===== config.mk =====
export PLATFORM = sky130hd
export DESIGN_NAME = ffv1gr_ctrl
export DESIGN_NICKNAME = d
export VERILOG_FILES = /design/src/design/ffv1gr_pkg.sv /design/src/design/ffv1gr_ctrl.sv
export SDC_FILE = /design/constraint.sdc
export NUM_CORES = 1
export LEC_CHECK = 0
export ABC_AREA = 1
export BUFFER_PORTS_ARGS = -buffer_cell sky130_fd_sc_hd__buf_2
export CAP_MARGIN = 10
export CELL_PAD_IN_SITES_DETAIL_PLACEMENT = 2
export CELL_PAD_IN_SITES_GLOBAL_PLACEMENT = 2
export CORE_MARGIN = 3
export CORE_UTILIZATION = 20
export CTS_CLUSTER_SIZE = 25
export DETAILED_ROUTE_END_ITERATION = 12
export PLACE_DENSITY_LB_ADDON = 0.1
export RECOVER_POWER = 100
export SETUP_SLACK_MARGIN = 0.2
export SLEW_MARGIN = 20
export SYNTH_ARGS = -nofsm -noshare
export SYNTH_HDL_FRONTEND = slang
export SYNTH_SLANG_ARGS = --single-unit

===== constraint.sdc =====
create_clock -name clk_i -period 1.8 [get_ports clk_i]
set_input_delay 0.09 -clock clk_i [delete_from_list [all_inputs] [get_ports clk_i]]
set_output_delay 0.09 -clock clk_i [all_outputs]
set_load 0.01 [all_outputs]

===== src/design/ffv1gr_pkg.sv =====
// Shared types, constants and tables of the FFV1 Golomb-Rice sample decoder.
package ffv1gr_pkg;

  localparam int unsigned Contexts  = 1024;
  localparam int unsigned TableSets = 4;
  localparam int unsigned WinBits   = 64;
  localparam int unsigned CtxW      = $clog2(Contexts);
  localparam int unsigned SetW      = $clog2(TableSets);
  localparam int unsigned CtxAw     = CtxW + SetW;
  localparam int unsigned CtxDepth  = Contexts * TableSets;

  localparam logic [3:0] EscQ       = 4'd12;
  localparam logic [5:0] EscBase    = 6'd11;
  localparam logic [7:0] CountHalve = 8'd128;
  localparam logic [5:0] RunIdxMax  = 6'd40;
  localparam logic [5:0] KMax       = 6'd32;

  localparam logic [15:0] LineWidthRst  = 16'd1024;
  localparam logic [4:0]  SampleBitsRst = 5'd9;
  localparam logic [4:0]  SampleBitsMin = 5'd2;
  localparam logic [4:0]  SampleBitsMax = 5'd18;

  typedef enum logic [0:0] {
    REG_LINE_WIDTH  = 1'b0,
    REG_SAMPLE_BITS = 1'b1
  } reg_idx_e;

  typedef struct packed {
    logic        opcode;
    logic [9:0]  context_index;
    logic [1:0]  table_set;
    logic        line_start;
    logic        plane_start;
    logic [63:0] bit_window;
    logic [6:0]  bits_valid;
  } in_t;

  typedef struct packed {
    logic signed [18:0] residual;
    logic [6:0]         bits_used;
    logic               underrun;
  } out_t;

  typedef struct packed {
    logic [7:0]        cnt;
    logic [31:0]       sum_abs;
    logic signed [8:0] sum_corr;
    logic signed [7:0] bias;
  } ctx_t;

  typedef enum logic [3:0] {
    ST_CLEAR,
    ST_IDLE,
    ST_PATH,
    ST_RUNBITS,
    ST_KSRCH,
    ST_UNARY,
    ST_SUFFIX,
    ST_CODE,
    ST_UPD1,
    ST_UPD2,
    ST_DONE
  } state_e;

  typedef enum logic [1:0] {
    RN_DONE,
    RN_RICE,
    RN_BITS
  } run_next_e;

  typedef struct packed {
    logic accept;
    logic clear;
    logic path;
    logic runbits;
    logic kstep;
    logic unary;
    logic suffix;
    logic code;
    logic upd1;
    logic upd2;
    logic finish;
  } cmd_t;

  typedef struct packed {
    logic      in_op;
    logic      op;
    logic      clr_last;
    logic      k_done;
    logic      out_free;
    logic      bits_zero;
    run_next_e path_next;
  } sts_t;

  function automatic logic [4:0] run_log2(input logic [5:0] idx);
    logic [4:0] r;
    case (idx)
      6'd0, 6'd1, 6'd2, 6'd3:    r = 5'd0;
      6'd4, 6'd5, 6'd6, 6'd7:    r = 5'd1;
      6'd8, 6'd9, 6'd10, 6'd11:  r = 5'd2;
      6'd12, 6'd13, 6'd14, 6'd15: r = 5'd3;
      6'd16, 6'd17: r = 5'd4;
      6'd18, 6'd19: r = 5'd5;
      6'd20, 6'd21: r = 5'd6;
      6'd22, 6'd23: r = 5'd7;
      default: begin
        if (idx > RunIdxMax) r = 5'd24;
        else r = 5'(idx - 6'd16);
      end
    endcase
    return r;
  endfunction

endpackage


===== src/design/ffv1gr_ctrl.sv =====
// Sequencer of the decoder: walks one word through the datapath steps.
module ffv1gr_ctrl import ffv1gr_pkg::*; (
  input  logic clk_i,
  input  logic rst_ni,
  input  logic in_valid_i,
  output logic in_ready_o,
  input  sts_t sts_i,
  output cmd_t cmd_o
);

  state_e state_q, state_d;

  always_ff @(posedge clk_i or negedge rst_ni) begin
    if (!rst_ni) state_q <= ST_CLEAR;
    else state_q <= state_d;
  end

  always_comb begin
    state_d = state_q;
    case (state_q)
      ST_CLEAR: begin
        if (sts_i.clr_last) state_d = sts_i.op ? ST_DONE : ST_IDLE;
      end
      ST_IDLE: begin
        if (in_valid_i) state_d = sts_i.in_op ? ST_CLEAR : ST_PATH;
      end
      ST_PATH: begin
        case (sts_i.path_next)
          RN_DONE: state_d = ST_DONE;
          RN_BITS: state_d = ST_RUNBITS;
          default: state_d = ST_KSRCH;
        endcase
      end
      ST_RUNBITS: state_d = sts_i.bits_zero ? ST_KSRCH : ST_DONE;
      ST_KSRCH: begin
        if (sts_i.k_done) state_d = ST_UNARY;
      end
      ST_UNARY:  state_d = ST_SUFFIX;
      ST_SUFFIX: state_d = ST_CODE;
      ST_CODE:   state_d = ST_UPD1;
      ST_UPD1:   state_d = ST_UPD2;
      ST_UPD2:   state_d = ST_DONE;
      ST_DONE: begin
        if (sts_i.out_free) state_d = ST_IDLE;
      end
      default: state_d = ST_IDLE;
    endcase
  end

  always_comb begin
    in_ready_o     = (state_q == ST_IDLE);
    cmd_o          = '0;
    cmd_o.accept   = (state_q == ST_IDLE) && in_valid_i;
    cmd_o.clear    = (state_q == ST_CLEAR);
    cmd_o.path     = (state_q == ST_PATH);
    cmd_o.runbits  = (state_q == ST_RUNBITS);
    cmd_o.kstep    = (state_q == ST_KSRCH);
    cmd_o.unary    = (state_q == ST_UNARY);
    cmd_o.suffix   = (state_q == ST_SUFFIX);
    cmd_o.code     = (state_q == ST_CODE);
    cmd_o.upd1     = (state_q == ST_UPD1);
    cmd_o.upd2     = (state_q == ST_UPD2);
    cmd_o.finish   = (state_q == ST_DONE) && sts_i.out_free;
  end

endmodule


== Word level (Yosys, flattened, before mapping) ==
Index checks and enable logic that the tools add are counted.

* Logic and storage cells: 30
* Bits in registers: 4
* Input bits: 11

* Reduce and logical (&&, ||, !) cells: 5
* Mux-type cells: 9
* Equal/unequal tests: 15

{| class="wikitable"
|+ Operator list
! operator !! number
|-
| one-hot mux 4 bit (11 select lines) || 1
|-
| two-way mux 4 bit || 6
|-
| equality test 4 x 3 -> 1 bit, second input constant || 4
|-
| equality test 4 bit, second input constant || 3
|-
| equality test 4 x 2 -> 1 bit, second input constant || 2
|-
| != test 2 bit, second input constant || 4
|-
| one-hot mux 4 bit (2 select lines) || 1
|-
| equality test 4 x 1 -> 1 bit, second input constant || 1
|-
| logical NOT 4 bit || 1
|-
| AND reduction 4 bit || 1
|-
| equality test 2 bit, second input constant || 1
|-
| logical AND 1 bit || 2
|-
| logical NOT 2 bit || 1
|-
| two-way mux 2 bit || 1
|}

== Depth between registers and ports, before layout ==
* Word-level depth: 3
* Mapped depth: 9

== Least setup slack after synthesis ==
No wires, ideal clock.

* Path type: register -> register
* Start: register state_q[3]
* End: register state_q[1]
* Setup time: 0.119 ns
* Setup slack: 0.575 ns
* Stages on the path, launching flop included: 9
* Buffers on the path: 0
* Arrival: 1.106 ns
* Required time: 1.681 ns
* Path through: dfrtp_1 > inv_1 > nand2_1 > nor2_1 > nand2_1 > nand2_1 > nor2_2 > nand2_1 > nand2_1

{| class="wikitable"
|+ RTL lines
! item !! RTL line !! text
|-
| start: declaration || ffv1gr_ctrl.sv:11 || <nowiki>state_e state_q, state_d;</nowiki>
|-
| start signal: assignment || ffv1gr_ctrl.sv:15 || <nowiki>else state_q <= state_d;</nowiki>
|}

==> results by group <==
Route
  – Total iterations of the first detailed-routing run: 4
  – WL/cell: 11.4 um
  – Post-DRT Antenna Nets: 0
  – Total number of vias: 567
  – Post-Route WL: 1550 um
  – Vias per cell: 4.20
  – DRT iter0 DRCs: 5
  – Drc violations: 0

Clock network
  – Clk buf depth: 2
  – Clock slew at reported path FFs: 0.04 ns
  – Skew-Pair Late Insertion Delay: 0.23 ns
  – CTS tree: built
  – Inserted Clock Buffers: 3
  – CTS H-tree lvls: 1
  – Root buffer cell: clkbuf_4
  – Post-CTS Setup Bufs: 0
  – CTS Sinks: 4

Floorplanning
  – Initial Util: 21.6%
  – Core area: 2000 um^2
  – Overall die height: 52.5 um
  – FP Rows: 16
  – Die area: 2750 um^2
  – IO Count: 23
  – Die X-Extent: 52.5 um

Placement
  – DP Wirelength: 1420 um
  – Global placer's final weighted congestion: 0.778
  – PortBufs: 22

Global routing
  – Vias in the first global route: 589
  – First-pass GRT wire length: 2700 um
  – Initial antenna violation count: 0
  – Total track usage: 13.3%
  – Largest net degree at the start of global routing: 7
  – Grt total ovfl: 0

Setup path
  – Setup Crit Path Kind: reg2out
  – Data arrival time of the critical path: 1.33 ns
  – Peak fanout along the critical path: 6
  – Crit path required time: 1.71 ns
  – Delay of the slowest cell on the worst path: 0.42 ns
  – Worst Reg2Reg Path Length in Cells: 9
  – Reg-to-reg startpoint: state_q[0]
  – R2R Path End: state_q[1]
  – Setup crit end kind: output pin
  – FF-to-FF setup slack: 0.48 ns
  – Worst path slowest cell: dfrtp_1
  – Startpoint types: register
  – CP cell instances: inv_1 > nand2_1 > nor2_1 > clkbuf_1

Finish
  – Top flop regs: state_q: 4 flops
  – Final nets: 121
  – Layout area overhead: 35.7%
  – Commonest non-fill, non-tap cell in the layout: nand2_1
  – Layout cells sized above 1: 17.6%
  – Antenna cell count: 0
  – Multi-input logic area: 254 um^2
  – Most flop-heavy register: state_q
  – Max FFs per register: 4
  – Fill count: 271
  – Commonest non-fill, non-tap cells in the layout: nand2_1, inv_1, nor2_1
  – Seq. cell area: 100 um^2

Min path
  – Min-delay src: sts_i[2]
  – Hold crit path type: in2reg
  – Hold depth: 3
  – Hold Path End: state_q[2]

Logic synthesis
  – Syn. warnings: 0
  – Cell variety after synth: 13
  – Post-Syn Instances: 82
  – Net Count, Synth: 93
  – Avg Cell Area, Syn: 5.26 um^2
  – Register bit total from synthesis: 4
  – Register area share after synthesis: 23.2%
  – Synth Cell Area: 432 um^2

Pwr
  – NetSw: 0.000471 W
  – Sw frac: 54.6%
  – Sequential Power Share: 20.6%
  – Gate power share: 67.3%
  – Clock power frac: 12.1%
  – Internal power: 0.000392 W
  – P_leak: 0.373 nW
  – Largest vdd supply drop: 0.000437 V
  – Cell area power density: 1470 nW/um^2

Status
  – Status: finished clean

STA
  – Slew Limit Fails: 0
  – Worst-Margin Slew: 0.310 ns
  – Final Setup Violations: 0
  – Fin crit period: 1.42 ns
  – Skew final: 0.000524 ns
  – Unrepaired setup endpoints after global routing: false
  – Fmax: 706 MHz
  – Rel. slew slack: 79.2%
  – Fin. Hold Viols: 0
  – Fin crit share: 78.7%
  – Setup TNS Final: 0 ns
  – Fin Hold WS: 0.140 ns

Flow run
  – Max cap viols: 0
[metal layers]
layer	wire length (um)	track usage (%)
met1	711	17.1
met2	761	22.5
met3	71	2.85
met4	0	2.55
met5	0	0
[worst max-delay path, delay by kind of cell, from the launching register on]
| kind | cells | cell delay [ns] |
|---|---|---|
| buf+inv | 2 | 0.29 |
| flops | 1 | 0.42 |
| simple gates | 2 | 0.39 |
[Yosys cell counts, drive strengths merged]
cell,number,area (um^2)
nand3,6,30.0
a21oi,1,5.00
nand2,31,131
o21ai,1,5.00
nor3,2,10.0
dfrtp,4,100
inv,18,67.6
o211ai,1,7.51
nor2,18,75.1
[power groups by stage]
stage / clock, W / sequential, W / combinational, W
final: 0.000105 / 0.000178 / 0.000581
after global routing: 0.000121 / 0.000188 / 0.000688
after CTS: 0.000110 / 0.000185 / 0.000636
after detailed placement: 0 / 0.000186 / 0.000632
after global placement: 0 / 0.000185 / 0.000627
after floorplan: 0 / 0.000174 / 0.000436
[cell type report]
type	count	area share [%]
clock buffers	3	3.85
inverters	18	11.5
multi-input cells	60	43.4
repair buffers	23	18.4
well taps	27	5.77
flip-flops and latches	4	17.1
[worst max path at each step]
stage | startpoint | endpoint | slack, ns | depth (start not counted)
after floorplan | state_q[3] | state_q[1] | 0.57 | 8
after global placement | state_q[0] | state_q[3] | 0.48 | 8
after detailed placement | state_q[0] | state_q[3] | 0.47 | 8
final | state_q[0] | cmd_o[8] | 0.38 | 4
after CTS | state_q[3] | cmd_o[6] | 0.44 | 4
after global routing | state_q[0] | cmd_o[8] | 0.21 | 4
[stage by stage]
stage | cells | area (um^2) | worst slack, ns | total power (W) | util [%]
6_report | 135 | 586 | 0.383 | 0.000863 | 29.3
2_1_floorplan | 82 | 432 | 0.575 | 0.000610 | -
3_5_place_dp | 131 | 576 | 0.468 | 0.000818 | 28.7
5_1_grt | 135 | 586 | 0.215 | 0.000996 | 29.3
4_1_cts | 135 | 608 | 0.440 | 0.000931 | 30.4
3_3_place_gp | 131 | 576 | 0.476 | 0.000812 | 28.7
[cell families after synthesis]
group	Yosys count	synth area share (%)
DFF	4	23.2
and+or+nand+nor	57	57.1
AOI/OAI and AO/OA	3	4.06
buffers and inverters	18	15.7
[repair_timing]
action	in CTS	in global routing
resized for setup	0	0
hold buffers	1	0
hold endpoints to repair	4	0
No activity file was read; power rests on OpenSTA's default activity.
