$ cat src/design/ffv1gr_pkg.sv
// Shared types, constants and tables of the FFV1 Golomb-Rice sample decoder.
package ffv1gr_pkg;

  localparam int unsigned Contexts  = 1024;
  localparam int unsigned TableSets = 4;
  localparam int unsigned WinBits   = 64;
  localparam int unsigned CtxW      = $clog2(Contexts);
  localparam int unsigned SetW      = $clog2(TableSets);
  localparam int unsigned CtxAw     = CtxW + SetW;
  localparam int unsigned CtxDepth  = Contexts * TableSets;

  localparam logic [3:0] EscQ       = 4'd12;
  localparam logic [5:0] EscBase    = 6'd11;
  localparam logic [7:0] CountHalve = 8'd128;
  localparam logic [5:0] RunIdxMax  = 6'd40;
  localparam logic [5:0] KMax       = 6'd32;

  localparam logic [15:0] LineWidthRst  = 16'd1024;
  localparam logic [4:0]  SampleBitsRst = 5'd9;
  localparam logic [4:0]  SampleBitsMin = 5'd2;
  localparam logic [4:0]  SampleBitsMax = 5'd18;

  typedef enum logic [0:0] {
    REG_LINE_WIDTH  = 1'b0,
    REG_SAMPLE_BITS = 1'b1
  } reg_idx_e;

  typedef struct packed {
    logic        opcode;
    logic [9:0]  context_index;
    logic [1:0]  table_set;
    logic        line_start;
    logic        plane_start;
    logic [63:0] bit_window;
    logic [6:0]  bits_valid;
  } in_t;

  typedef struct packed {
    logic signed [18:0] residual;
    logic [6:0]         bits_used;
    logic               underrun;
  } out_t;

  typedef struct packed {
    logic [7:0]        cnt;
    logic [31:0]       sum_abs;
    logic signed [8:0] sum_corr;
    logic signed [7:0] bias;
  } ctx_t;

  typedef enum logic [3:0] {
    ST_CLEAR,
    ST_IDLE,
    ST_PATH,
    ST_RUNBITS,
    ST_KSRCH,
    ST_UNARY,
    ST_SUFFIX,
    ST_CODE,
    ST_UPD1,
    ST_UPD2,
    ST_DONE
  } state_e;

  typedef enum logic [1:0] {
    RN_DONE,
    RN_RICE,
    RN_BITS
  } run_next_e;

  typedef struct packed {
    logic accept;
    logic clear;
    logic path;
    logic runbits;
    logic kstep;
    logic unary;
    logic suffix;
    logic code;
    logic upd1;
    logic upd2;
    logic finish;
  } cmd_t;

  typedef struct packed {
    logic      in_op;
    logic      op;
    logic      clr_last;
    logic      k_done;
    logic      out_free;
    logic      bits_zero;
    run_next_e path_next;
  } sts_t;

  function automatic logic [4:0] run_log2(input logic [5:0] idx);
    logic [4:0] r;
    case (idx)
      6'd0, 6'd1, 6'd2, 6'd3:    r = 5'd0;
      6'd4, 6'd5, 6'd6, 6'd7:    r = 5'd1;
      6'd8, 6'd9, 6'd10, 6'd11:  r = 5'd2;
      6'd12, 6'd13, 6'd14, 6'd15: r = 5'd3;
      6'd16, 6'd17: r = 5'd4;
      6'd18, 6'd19: r = 5'd5;
      6'd20, 6'd21: r = 5'd6;
      6'd22, 6'd23: r = 5'd7;
      default: begin
        if (idx > RunIdxMax) r = 5'd24;
        else r = 5'(idx - 6'd16);
      end
    endcase
    return r;
  endfunction

endpackage

$ cat src/design/ffv1gr_golomb_rice_top_placeholder.sv
// Configuration register bank of the decoder, read and written over APB.
module ffv1gr_regs import ffv1gr_pkg::*; (
  input  logic        clk_i,
  input  logic        rst_ni,
  input  logic        psel,
  input  logic        penable,
  input  logic        pwrite,
  input  logic [2:0]  paddr,
  input  logic [31:0] pwdata,
  output logic [31:0] prdata,
  output logic [15:0] line_width_o,
  output logic [4:0]  sample_bits_o
);

  logic [15:0] line_width_q;
  logic [4:0]  sample_bits_q;
  reg_idx_e    sel;

  assign sel = reg_idx_e'(paddr[2]);

  always_ff @(posedge clk_i or negedge rst_ni) begin
    if (!rst_ni) begin
      line_width_q  <= LineWidthRst;
      sample_bits_q <= SampleBitsRst;
    end else if (psel && penable && pwrite) begin
      case (sel)
        REG_LINE_WIDTH:  line_width_q  <= pwdata[15:0];
        REG_SAMPLE_BITS: sample_bits_q <= pwdata[4:0];
        default: ;
      endcase
    end
  end

  always_comb begin
    case (sel)
      REG_LINE_WIDTH:  prdata = {16'd0, line_width_q};
      REG_SAMPLE_BITS: prdata = {27'd0, sample_bits_q};
      default:         prdata = '0;
    endcase
  end

  assign line_width_o  = line_width_q;
  assign sample_bits_o = sample_bits_q;

endmodule

$ cat config.mk
export PLATFORM = sky130hd
export DESIGN_NAME = ffv1gr_regs
export DESIGN_NICKNAME = d
export VERILOG_FILES = /design/src/design/ffv1gr_pkg.sv /design/src/design/ffv1gr_golomb_rice_top_placeholder.sv
export SDC_FILE = /design/constraint.sdc
export NUM_CORES = 1
export LEC_CHECK = 0
export ABC_AREA = 1
export BUFFER_PORTS_ARGS = -buffer_cell sky130_fd_sc_hd__buf_2
export CAP_MARGIN = 5
export CORE_UTILIZATION = 35
export CTS_CLUSTER_DIAMETER = 50
export DETAILED_ROUTE_END_ITERATION = 7
export PLACE_DENSITY = 0.79
export SYNTH_ARGS = -nofsm -noshare
export SYNTH_HDL_FRONTEND = slang
export SYNTH_SLANG_ARGS = --single-unit
$ cat constraint.sdc
create_clock -name clk_i -period 0.8 [get_ports clk_i]
set_input_delay 0.04 -clock clk_i [delete_from_list [all_inputs] [get_ports clk_i]]
set_output_delay 0.04 -clock clk_i [all_outputs]
set_load 0.02 [all_outputs]
# Word-level counts from Yosys, hierarchy flattened
# Cells that the tools add are included.
# word_totals
register_bits	21
input_bits	40
out_inout_bits	53
wordCells	8
# classes
mux	1
bitwise	1
reduce_logical	4
# ops
op	count
case mux 32 bit (2 select lines)	1
AND reduction 2 bit	2
logical AND 1 bit	2
inverter 1 bit	1

# Longest topological paths before layout
# logic_depth
depth_word	3
mapped_depth	5
ltp_nobuf	4

# Worst setup path before layout
# No wires, ideal clock.
# synth_timing
path_kind	register to output
start	register line_width_q[10] (netlist: line_width_o[10])
end	output prdata[10]
arrival_ps	910
required_ps	760
path_slack_ps	-150
stages_incl_launch_ff	3
n_path_buf	0
path_cell_list	dfstp_2 inv_1 nor2_1
# synth_between
elab_chain_len	1
# synth_lines
item	line_no	text
from (decl)	ffv1gr_golomb_rice_top_placeholder.sv:15	logic [15:0] line_width_q;
from (signal assigned)	ffv1gr_golomb_rice_top_placeholder.sv:23	line_width_q <= LineWidthRst;
from (signal assigned)	ffv1gr_golomb_rice_top_placeholder.sv:27	REG_LINE_WIDTH: line_width_q <= pwdata[15:0];
case mux 32 bit (2 select lines)	ffv1gr_golomb_rice_top_placeholder.sv:35	case (sel)
to (decl)	ffv1gr_golomb_rice_top_placeholder.sv:10	output logic [31:0] prdata,
# No other way between the ends. The select of a mux whose other input is x is not followed.

# Worst setup path in the final report
# layout_timing
start	register sample_bits_q[3] (netlist: sample_bits_o[3])
end	output prdata[3]
# layout_between
elab_chain_len	1
# layout_lines
item	line_no	text
from (decl)	ffv1gr_golomb_rice_top_placeholder.sv:16	logic [4:0] sample_bits_q;
from (signal assigned)	ffv1gr_golomb_rice_top_placeholder.sv:24	sample_bits_q <= SampleBitsRst;
from (signal assigned)	ffv1gr_golomb_rice_top_placeholder.sv:28	REG_SAMPLE_BITS: sample_bits_q <= pwdata[4:0];
case mux 32 bit (2 select lines)	ffv1gr_golomb_rice_top_placeholder.sv:35	
# No other way between the ends. The select of a mux whose other input is x is not followed.

==> reports/metrics.json <==
{
  "nFillCells": {"value": 243},
  "detailedPlace.worstSlack": {"value": -0.0542, "unit": "ns"},
  "setup.worst_path.end_class": {"value": "primary output"},
  "io_pins": {"value": 93},
  "power_density": {"value": 1920, "unit": "mW/mm²"},
  "timing.critical_path.slowest_stage_cell": {"value": "dfstp_2"},
  "number_of_h_tree_branching_levels": {"value": 1},
  "place_hpwl": {"value": 1910, "unit": "µm"},
  "grt_max_degree": {"value": 22},
  "numPortBuffers": {"value": 58},
  "detail-route-antenna-nets": {"value": 0},
  "syn2layout_area_growth": {"value": 79.3, "unit": "%"},
  "setup_ws": {"value": -0.343, "unit": "ns"},
  "first_iteration_detailed_routing_drc_count": {"value": 14},
  "finClkSkew": {"value": 0, "unit": "ns"},
  "rows": {"value": 20},
  "final_non_filler_cells": {"value": 290},
  "cp-start-kind": {"value": "flop"},
  "post_synth.cell_area_avg": {"value": 7.89, "unit": "µm²"},
  "synth_cell_types": {"value": 16},
  "synth-warning-count": {"value": 0},
  "cp_data_arrival_time": {"value": 1.10, "unit": "ns"},
  "p_leak": {"value": 1.14, "unit": "nW"},
  "whs": {"value": 0.105, "unit": "ns"},
  "die_area": {"value": 0.00364, "unit": "mm²"},
  "placed_cells_incl_taps": {"value": 250},
  "critical-path-top-cell-by-count": {"value": "nand2_2"},
  "grt_remaining_overflow": {"value": 0},
  "start_util": {"value": 0.381},
  "synthDominantCellAreaShare": {"value": 0.378},
  "period_needed": {"value": 1.14, "unit": "ns"},
  "slew_violations": {"value": 0},
  "die_height": {"value": 60.3, "unit": "µm"},
  "timing.final.hold_violations": {"value": 0},
  "critical_path_class": {"value": "reg -> out"},
  "grt_setup_unrepaired": {"value": "yes"},
  "regArea": {"value": 529, "unit": "µm²"},
  "multi_input_comb_area": {"value": 541, "unit": "µm²"},
  "die_x_extent": {"value": 60.3, "unit": "µm"},
  "failed_checks": {"value": "setup timing"},
  "crit_path_max_fanout": {"value": 3},
  "crit_path_cell_trace": {"value": "nand2_2, nand2_2, buf_6"},
  "leading_cell_type_in_the_layout_fill_and_taps_excluded": {"value": "nand2_1"},
  "outcome": {"value": "complete, but fails checks"},
  "design.final.nets": {"value": 287},
  "grt_antenna_before_repair": {"value": 0},
  "synthesized_instance_count": {"value": 151},
  "grtUsageTotal": {"value": 0.172},
  "post_route_cells_drive_above_1_share": {"value": 0.476},
  "routed_via_count_divided_by_cell_count": {"value": 4.30},
  "design.core.area": {"value": 0.00313, "unit": "mm²"},
  "synth.yosys.seq_area_share": {"value": 0.444},
  "layout_common_cells": {"value": "nand2_1, buf_6, buf_2"},
  "max_cap_violations": {"value": 0},
  "routed_wirelength": {"value": 3250, "unit": "µm"},
  "netlist_top_cells_area": {"value": "dfrtp_1, nand2_1, buf_4"},
  "globalplace.congestion": {"value": 0.654},
  "route.detailed.drc": {"value": 0},
  "clk_path_buf_depth": {"value": 2},
  "timing.fmax": {"value": 875, "unit": "MHz"},
  "dr_pass1_iterations": {"value": 4},
  "cts_tree": {"value": "built"},
  "final_core_utilization": {"value": 0.683},
  "data_required_time_at_the_worst_endpoint": {"value": 0.76, "unit": "ns"},
  "clockRootBuffer": {"value": "clkbuf_4"},
  "first_global_vias": {"value": 1080},
  "clock_sink_count": {"value": 21},
  "vias": {"value": 1247},
  "synth-seq-cells": {"value": 21},
  "cts.clk_slew.worst_paths": {"value": 0.12, "unit": "ns"},
  "cts-buffers-inserted": {"value": 3},
  "worst_skew_pair.late_latency": {"value": 0.29, "unit": "ns"},
  "critical_path.max_stage_delay": {"value": 0.58, "unit": "ns"},
  "hold_class": {"value": "in -> reg"},
  "post_drt_wl_per_cell": {"value": 11.2, "unit": "µm"},
  "post_synth_instance_area": {"value": 0.00119, "unit": "mm²"},
  "grt_first_pass_wirelength": {"value": 4710, "unit": "µm"},
  "peakVddDrop": {"value": 0.000915, "unit": "V"},
  "yosys.area.top_type": {"value": "dfrtp_1"},
  "finalSetupViolCount": {"value": 38},
  "insertedDiodeCount": {"value": 0},
  "min_period_over_period": {"value": 1.43}
}
## path summary, 6_finish.rpt
check	cells past startpoint	slack, ns	startpoint	to
setup / recovery	3	-0.34	sample_bits_o[3]	prdata[3]
hold / removal	4	0.10	paddr[2]	line_width_o[4]
setup reg to reg	4	-0.04	line_width_o[7]	line_width_o[7]
hold reg to reg	2	0.49	line_width_o[10]	line_width_o[10]
max in group asynchronous	2	0.25	rst_ni	sample_bits_o[3]
min in group asynchronous	2	0.21	rst_ni	line_width_o[8]
## metrics by stage
step / setup TNS [ns] / instance area (µm²) / total power, mW
finish: -7.34 / 2140 / 4.10
detailed placement: -0.782 / 1510 / 2.74
global placement: -0.511 / 1510 / 2.71
CTS: -6.78 / 1980 / 3.81
global route: -9.34 / 2140 / 4.35
floorplan: -0.0352 / 1280 / 2.33
## repair_timing
item / 4_1_cts / 5_1_grt
buffers inserted: 6 / 15
hold buffers: 17 / 0
pin swaps: 14 / 13
gates cloned: 0 / 0
hold endpoints to repair: 38 / 0
setup endpoints to repair: 37 / 40
resized for setup: 74 / 16
## state kept, by name, summed over array words and instances, names as in the netlist
| signal | count |
|---|---|
| line_width_o | 16 |
| sample_bits_o | 5 |
## critical path: cells and delay by family (launching register included)
kind / cells / cell delay [ns]
simple gates: 2 / 0.12
buf+inv: 1 / 0.11
flops: 1 / 0.58
## cells by family (layout without fill, tap and decap cells)
logic type / after synthesis / after routing / synth area share
buf+inv: 36 / 116 / 0.191
flops: 21 / 21 / 0.444
other cells: 1 / 16 / 0.00315
simple gates: 93 / 93 / 0.361
## synthesized netlist by cell type
cell	count
inv_2	2
dfrtp_1	18
nor2_4	1
dfstp_2	3
nand2_2	1
nand3_1	16
nor2_1	11
conb_1	1
inv_1	11
buf_4	18
nand2_1	57
buf_2	2
nand3_2	5
buf_6	3
nand4_4	1
nand4_1	1
## cell type report
type / count / area share
flip-flops and latches: 21 / 0.248
well taps: 44 / 0.0258
multi-input cells: 109 / 0.253
repair buffers: 99 / 0.438
clock buffers: 4 / 0.0123
inverters: 13 / 0.0228
## metal layers
metal  share of wire  vias up  wire, µm  track usage
met5               0        -         0            0
met4          0.0040        0        13       0.0498
met3           0.042        2       136       0.0235
met2            0.57       42      1840        0.334
met1            0.39      584      1260        0.193
li1                -      619         -            -
## power breakdown
group | total [mW] | leakage [nW] | switching (mW) | internal, mW
logic | 2.13 | 0.866 | 1.03 | 1.10
clock network | 0.509 | 0.0150 | 0.315 | 0.194
registers | 1.47 | 0.258 | 0.184 | 1.28
Power figures use the tool's default switching activity.
